==> src/hdl/msb_pkg.sv <==
// ----------------------------------------------------------------------------
// msb_pkg
// Shared types and constants for the masked sprite blitter: field widths,
// command codes, register indexes, controller states and the control and
// status bundles between controller and datapath.
// ----------------------------------------------------------------------------
`default_nettype none

package msb_pkg;

    // Default sizing of the frame store and sprite mask
    localparam int FB_MAX_WIDTH_DEF  = 256;
    localparam int FB_MAX_HEIGHT_DEF = 256;
    localparam int SPRITE_MAX_DEF    = 16;

    // Field widths
    localparam int CMD_W       = 2;
    localparam int POS_W       = 10;
    localparam int COLOR_W     = 24;
    localparam int ROW_IDX_W   = 4;
    localparam int MASK_COLS   = 16;
    localparam int PIXEL_W     = 32;
    localparam int FB_DIM_W    = 9;
    localparam int SPR_DIM_W   = 5;
    localparam int CFG_IDX_W   = 2;
    localparam int CFG_DATA_W  = 9;
    // frame column/row as position plus sprite offset (sprite offset < 32)
    localparam int FX_W        = POS_W + 1;

    localparam logic [7:0]           ALPHA_FULL      = 8'd255;
    localparam logic [FB_DIM_W-1:0]  FB_WIDTH_RST    = 9'd256;
    localparam logic [FB_DIM_W-1:0]  FB_HEIGHT_RST   = 9'd256;
    localparam logic [SPR_DIM_W-1:0] SPRITE_W_RST    = 5'd11;
    localparam logic [SPR_DIM_W-1:0] SPRITE_H_RST    = 5'd8;

    typedef enum logic [CMD_W-1:0] {
        CMD_LOAD  = 2'd0,
        CMD_CLEAR = 2'd1,
        CMD_DRAW  = 2'd2,
        CMD_READ  = 2'd3
    } cmd_t;

    typedef enum logic [CFG_IDX_W-1:0] {
        CFG_FB_WIDTH  = 2'd0,
        CFG_FB_HEIGHT = 2'd1,
        CFG_SPR_WIDTH = 2'd2,
        CFG_SPR_HEIGHT = 2'd3
    } cfg_idx_t;

    typedef enum logic [3:0] {
        ST_IDLE,
        ST_CLR_MUL,
        ST_CLR_RUN,
        ST_DRW_START,
        ST_DRW_ROW,
        ST_DRW_COL,
        ST_RD_MUL,
        ST_RD_MEM,
        ST_FINISH
    } state_t;

    // Operand select for the shared multiplier
    typedef enum logic [1:0] {
        MUL_FRAME,      // width * height, clear length
        MUL_ROW,        // frame row * width, draw row base
        MUL_READ        // read row * width
    } mul_sel_t;

    typedef struct packed {
        logic     capture;
        logic     mul_load;
        mul_sel_t mul_sel;
        logic     clr_step;
        logic     drw_init;
        logic     col_step;
        logic     row_step;
        logic     mem_rd;
        logic     push;
    } ctl_t;

    typedef struct packed {
        logic clr_empty;
        logic clr_last;
        logic draw_empty;
        logic col_last;
        logic row_last;
        logic out_free;
    } sts_t;

endpackage

`default_nettype wire

==> src/hdl/msb_ctrl.sv <==
// ----------------------------------------------------------------------------
// msb_ctrl
// Command sequencer: accepts one command at a time, steps the datapath
// through clear sweep, per-row draw loop or pixel read, then hands the
// result beat to the output register.
// ----------------------------------------------------------------------------
`default_nettype none

module msb_ctrl
(
    input  wire logic                       clk,
    input  wire logic                       rst_n,
    input  wire logic                       in_valid,
    input  wire logic [msb_pkg::CMD_W-1:0]  cmd,
    input  wire msb_pkg::sts_t              sts,
    output msb_pkg::ctl_t                   ctl,
    output logic                            busy
);

    msb_pkg::state_t state_reg;
    msb_pkg::state_t state_next;

    always_ff @(posedge clk or negedge rst_n)
    begin
        if (!rst_n)
        begin
            state_reg <= msb_pkg::ST_IDLE;
        end
        else
        begin
            state_reg <= state_next;
        end
    end

    always_comb
    begin
        state_next   = state_reg;
        ctl          = '0;
        ctl.mul_sel  = msb_pkg::MUL_FRAME;
        busy         = 1'b1;

        case (state_reg)
            msb_pkg::ST_IDLE:
            begin
                busy = 1'b0;
                if (in_valid)
                begin
                    ctl.capture = 1'b1;
                    case (msb_pkg::cmd_t'(cmd))
                        msb_pkg::CMD_LOAD:  state_next = msb_pkg::ST_FINISH;
                        msb_pkg::CMD_CLEAR: state_next = msb_pkg::ST_CLR_MUL;
                        msb_pkg::CMD_DRAW:  state_next = msb_pkg::ST_DRW_START;
                        msb_pkg::CMD_READ:  state_next = msb_pkg::ST_RD_MUL;
                        default:            state_next = msb_pkg::ST_FINISH;
                    endcase
                end
            end

            msb_pkg::ST_CLR_MUL:
            begin
                ctl.mul_load = 1'b1;
                ctl.mul_sel  = msb_pkg::MUL_FRAME;
                state_next   = msb_pkg::ST_CLR_RUN;
            end

            msb_pkg::ST_CLR_RUN:
            begin
                if (sts.clr_empty)
                begin
                    state_next = msb_pkg::ST_FINISH;
                end
                else
                begin
                    ctl.clr_step = 1'b1;
                    if (sts.clr_last)
                    begin
                        state_next = msb_pkg::ST_FINISH;
                    end
                end
            end

            msb_pkg::ST_DRW_START:
            begin
                ctl.drw_init = 1'b1;
                state_next   = sts.draw_empty ? msb_pkg::ST_FINISH : msb_pkg::ST_DRW_ROW;
            end

            msb_pkg::ST_DRW_ROW:
            begin
                ctl.mul_load = 1'b1;
                ctl.mul_sel  = msb_pkg::MUL_ROW;
                state_next   = msb_pkg::ST_DRW_COL;
            end

            msb_pkg::ST_DRW_COL:
            begin
                ctl.col_step = 1'b1;
                if (sts.col_last)
                begin
                    if (sts.row_last)
                    begin
                        state_next = msb_pkg::ST_FINISH;
                    end
                    else
                    begin
                        ctl.row_step = 1'b1;
                        state_next   = msb_pkg::ST_DRW_ROW;
                    end
                end
            end

            msb_pkg::ST_RD_MUL:
            begin
                ctl.mul_load = 1'b1;
                ctl.mul_sel  = msb_pkg::MUL_READ;
                state_next   = msb_pkg::ST_RD_MEM;
            end

            msb_pkg::ST_RD_MEM:
            begin
                ctl.mem_rd = 1'b1;
                state_next = msb_pkg::ST_FINISH;
            end

            msb_pkg::ST_FINISH:
            begin
                // hold here until the output register can take the beat
                if (sts.out_free)
                begin
                    ctl.push   = 1'b1;
                    state_next = msb_pkg::ST_IDLE;
                end
            end

            default:
            begin
                state_next = msb_pkg::ST_IDLE;
            end
        endcase
    end

endmodule

`default_nettype wire

==> config.mk <==
export PLATFORM = sky130hd
export DESIGN_NAME = msb_ctrl
export DESIGN_NICKNAME = d
export VERILOG_FILES = /design/src/hdl/msb_pkg.sv /design/src/hdl/msb_ctrl.sv
export SDC_FILE = /design/constraint.sdc
export NUM_CORES = 1
export LEC_CHECK = 0
export BUFFER_PORTS_ARGS = -buffer_cell sky130_fd_sc_hd__buf_2
export CAP_MARGIN = 5
export CORE_AREA = 8 8 45 47
export CTS_BUF_LIST = sky130_fd_sc_hd__clkbuf_4
export CTS_CLUSTER_DIAMETER = 200
export DETAILED_ROUTE_END_ITERATION = 8
export DIE_AREA = 0 0 53 55
export GPL_TIMING_DRIVEN = 0
export PLACE_DENSITY = 0.63
export SLEW_MARGIN = 20
export SYNTH_ARGS = -nofsm -noshare
export SYNTH_HDL_FRONTEND = slang
export SYNTH_SLANG_ARGS = --single-unit
export TNS_END_PERCENT = 100
==> constraint.sdc <==
create_clock -name clk -period 3.1 [get_ports clk]
set_clock_uncertainty 0.2 [all_clocks]
set_input_delay 0.93 -clock clk [delete_from_list [all_inputs] [get_ports clk]]
set_output_delay 0.93 -clock clk [all_outputs]
set_load 0.005 [all_outputs]
== Yosys cells after proc, flatten, opt, wreduce, memory -nomap -nowiden ==
Index checks and enable logic that the tools add are counted.

* Multiplexer cells: 22
* Reduce and logical (&&, ||, !) cells: 3
* Eq/ne operators: 15

{| class="wikitable"
|+ Operators with widths
! kind !! count
|-
| $pmux 4 s9 || 1
|-
| $mux 4 || 7
|-
| $eq 4x3->1 const B || 4
|-
| $pmux 4 s4 || 1
|-
| $mux 1 || 11
|-
| $pmux 3 s3 || 1
|-
| $eq 4x2->1 const B || 2
|-
| $ne 2x2->1 const B || 3
|-
| $eq 2x2->1 const B || 2
|-
| $eq 4x1->1 const B || 1
|-
| $eq 4x4->1 const B || 1
|-
| $logic_not 4->1 || 1
|-
| $reduce_and 4->1 || 1
|-
| $ne 3x3->1 const B || 1
|-
| $eq 2x1->1 const B || 1
|-
| $logic_not 2->1 || 1
|-
| $mux 2 || 1
|}

* Bits of input ports: 11
* Output and inout port bits: 11
* Register bits: 4

== Longest topological paths before layout ==
* Depth after elaboration: 4
* Mapped depth: 6
* Mapped depth without buffers: 6

== Worst setup path after synthesis ==
Ideal clock, no wire load.

* Path kind: flip-flop to output port
* From: register state_reg[3]
* To: output ctl[2] (netlist bit)
* Stages on the path, launching flop included: 5
* Data required time: 1.970 ns
* Slack: 0.703 ns
* Arrival: 1.267 ns
* Buffers on the path: 1
* Cells stage by stage: dfrtp_1 -> buf_2 -> nand2b_1 -> or3_1 -> nor3b_1

{| class="wikitable"
|+ RTL lines
! what !! line !! text
|-
| from (decl) || msb_ctrl.sv:20 || <nowiki>msb_pkg::state_t state_reg;</nowiki>
|-
| from (signal assigned) || msb_ctrl.sv:27 || <nowiki>state_reg <= msb_pkg::ST_IDLE;</nowiki>
|-
| from (signal assigned) || msb_ctrl.sv:31 || <nowiki>state_reg <= state_next;</nowiki>
|-
| to (decl) || msb_ctrl.sv:16 || <nowiki>output msb_pkg::ctl_t ctl,</nowiki>
|}

==> flow_summary_export.csv <==
group,metric,value,unit
synth,ys_ff_latch,4,
power,seq_power_share,20.5,%
power,internal_power,247,uW
synth,synthTopCellsByArea,"dfrtp_1 (22%), ha_1 (8.2%), nor3_1 (6.5%)",
routing,firstDrtPassIters,4,
routing,routed_wl,1200,um
finish,layout-area-overhead-vs-synth,32.2,%
finish,diodes,0,
sta,relSlewSlack,74.1,%
sta,hold_violations,0,
finish,multi_input_area,302,sq um
power,ir_drop,0.000341,V
critical_path,critPathLaunch,"state_reg[3]$_DFFE_PN0P_",
critical_path,worstSetupEndpointType,"output pin",
routing,initialDrtViolationCount,5,
power,power_frac_comb,64.8,%
synth,synthCells,59,
routing,route.detailed.drc,0,
routing,wire_per_inst,12.1,um
finish,fill_cells,144,
finish,utilization,43.9,%
cts,clock_sink_count,4,
sta,tightest_slew,388,ps
min_path,hp-class,"input port to async pin",
synth,synth.most_common_cell,"inv_1",
critical_path,critPathKind,"flip-flop to output pin",
critical_path,cpPeakStageDelay,390,ps
finish,regArea,100,sq um
run,maxCapViolCount,0,
synth,synth_nets,73,
critical_path,reg2reg_depth,5,
sta,fmax,0.355,GHz
routing,ant_nets,0,
grt,grt_overflow,0,
sta,period_minus_slack,2810,ps
critical_path,ff2ff_setup_slack,1410,ps
synth,synthTopCellsByCount,"inv_1 (7), nor2_1 (6), nor3_1 (6), dfrtp_1 (4)",
cts,cts_max_level,1,
cts,clk_latency,240,ps
sta,holdWs,289,ps
critical_path,r2r-start,"state_reg[3]$_DFFE_PN0P_",
floorplan,design.portCount,22,
synth,synth_edf_count,0,
grt,antenna_found_initial,0,
cts,cts_made_buffers,3,
floorplan,dieArea,2920,sq um
floorplan,coreArea,1380,sq um
grt,grt_pass1_wl,1940,um
cts,clk_path_buf_depth,2,
place,finalWeightedCongestion,0.764,
power,p_per_area,724,nW/um^2
synth,syn_area_per_cell,7.78,sq um
critical_path,slowest_stage,"or3_1",
finish,drive_gt1_share,38.6,%
critical_path,cpMostUsedCell,"buf_2",
power,total_power,439,uW
grt,track_usage,8.60,%
finish,nets,99,
cts,tritoncts,"yes",
power,swShare,43.7,%
critical_path,reg2reg_to,"state_reg[2]$_DFFE_PN0P_",
cts,clkTransAtPathRegs,40,ps
sta,rsz0062_at_grt,"false",
synth,synth_area,459,sq um
critical_path,required,1970,ps
critical_path,cp_max_fo,10,
cts,cts_resized,0,
synth,yosysSeqAreaShare,21.8,%
synth,synth_largest_area_cell,"dfrtp_1",
grt,grt_max_degree,11,
cts,post_cts_buffers,0,
floorplan,dieWidth,53,um
place,place_hpwl,966,um
cts,cts_root_buf,"clkbuf_4",
synth,yosysWarnings,0,
floorplan,start_util,33.2,%
sta,final-setup-viol-count,0,
sta,tns,0,ps
routing,vias_per_cell,4.96,
synth,ys.flop_type,"dfrtp_1",
critical_path,crit_chain,"buf_2 > nand2b_1 > or3_1 > nor3b_1 > buf_2",
power,p_leak,0.000325,uW
run_status,status,"completed",
finish,largest_reg_flops,4,
sta,finalCritPeriodShare,90.8,%
power,switchingPower,192,uW
grt,grt_pass1_vias,485,
synth,synth.top_cell.area_share,21.8,%
critical_path,arrival,1680,ps
routing,via_count,491,
synth,synthDistinctLibCells,29,
synth,synth_async_sr_flop_share,100,%
power,clkPwrFrac,14.7,%
place,portBuffers,21,
floorplan,chipHeight,55,um
critical_path,cp-start-kind,"flip-flop",
floorplan,rows,14,
sta,slew_violations,0,
cts,ctsHoldBuffers,0,
[how the worst max path moves through the flow]
stage	end	slack, ps
final	ctl[2]	290
after global placement	ctl[2]	530
after CTS	ctl[2]	270
after detailed placement	ctl[2]	530
after floorplan	ctl[2]	700
after global routing	ctl[2]	160
[placed cells by master, fill, tap and decap left out, drive strengths merged, types with 2 or more instances in the layout]
cell / Yosys / layout
buf: 3 / 24
nor4: 2 / 2
dfrtp: 4 / 4
ha: 3 / 3
nand2: 2 / 2
nor2: 7 / 7
o21ai: 3 / 3
nand2b: 4 / 4
a21oi: 3 / 3
a31oi: 2 / 2
nor3: 6 / 6
clkbuf: 1 / 4
nand3b: 2 / 2
inv: 7 / 7
[logic make-up after synthesis]
family	after synthesis	synth area share [%]
AND/OR/NAND/NOR	27	35.7
AO/OA/AOI/OAI	13	19.6
buffers and inverters	11	12.5
flip-flops	4	21.8
adder cells (fa/ha/maj)	3	8.18
multiplexers	1	2.18
[critical path: cells and delay by family, from the launching register on]
family,cells,cell delay [ps]
AND/OR/NAND/NOR,3,800
buffers and inverters,2,310
flip-flops,1,340
[power groups by stage]
| stage | Combinational [uW] | Sequential, uW | Clock, uW |
|---|---|---|---|
| 2_1_floorplan | 210 | 87.7 | 0 |
| 3_3_place_gp | 286 | 90.0 | 0 |
| 3_5_place_dp | 287 | 90.9 | 0 |
| 4_1_cts | 288 | 90.0 | 68.6 |
| 5_1_grt | 318 | 93.3 | 69.4 |
| 6_report | 285 | 90.0 | 64.5 |
[per-stage QoR]
stage / setup WS [ps] / instances / area (sq um)
4_1_cts: 266 / 99 / 607
3_5_place_dp: 534 / 96 / 584
5_1_grt: 161 / 99 / 607
3_3_place_gp: 532 / 96 / 584
6_report: 285 / 99 / 607
2_1_floorplan: 703 / 59 / 459
[layer usage]
metal / track usage (%) / vias to the layer above / share of wire, %
met2: 14.3 / 17 / 48
met1: 9.79 / 217 / 43
met4: 2.59 / 0 / 0
met3: 3.74 / 0 / 9.2
li1: - / 257 / -
met5: 0 / - / 0
[cell type report]
class / count / area share [%]
tap: 16 / 3.30
sequential: 4 / 16.5
clock buffer: 3 / 3.71
buffer: 4 / 5.15
timing repair buffer: 21 / 17.3
inverter: 7 / 4.33
multi-input combinational: 44 / 49.7
(Power assumes the default switching activity.)
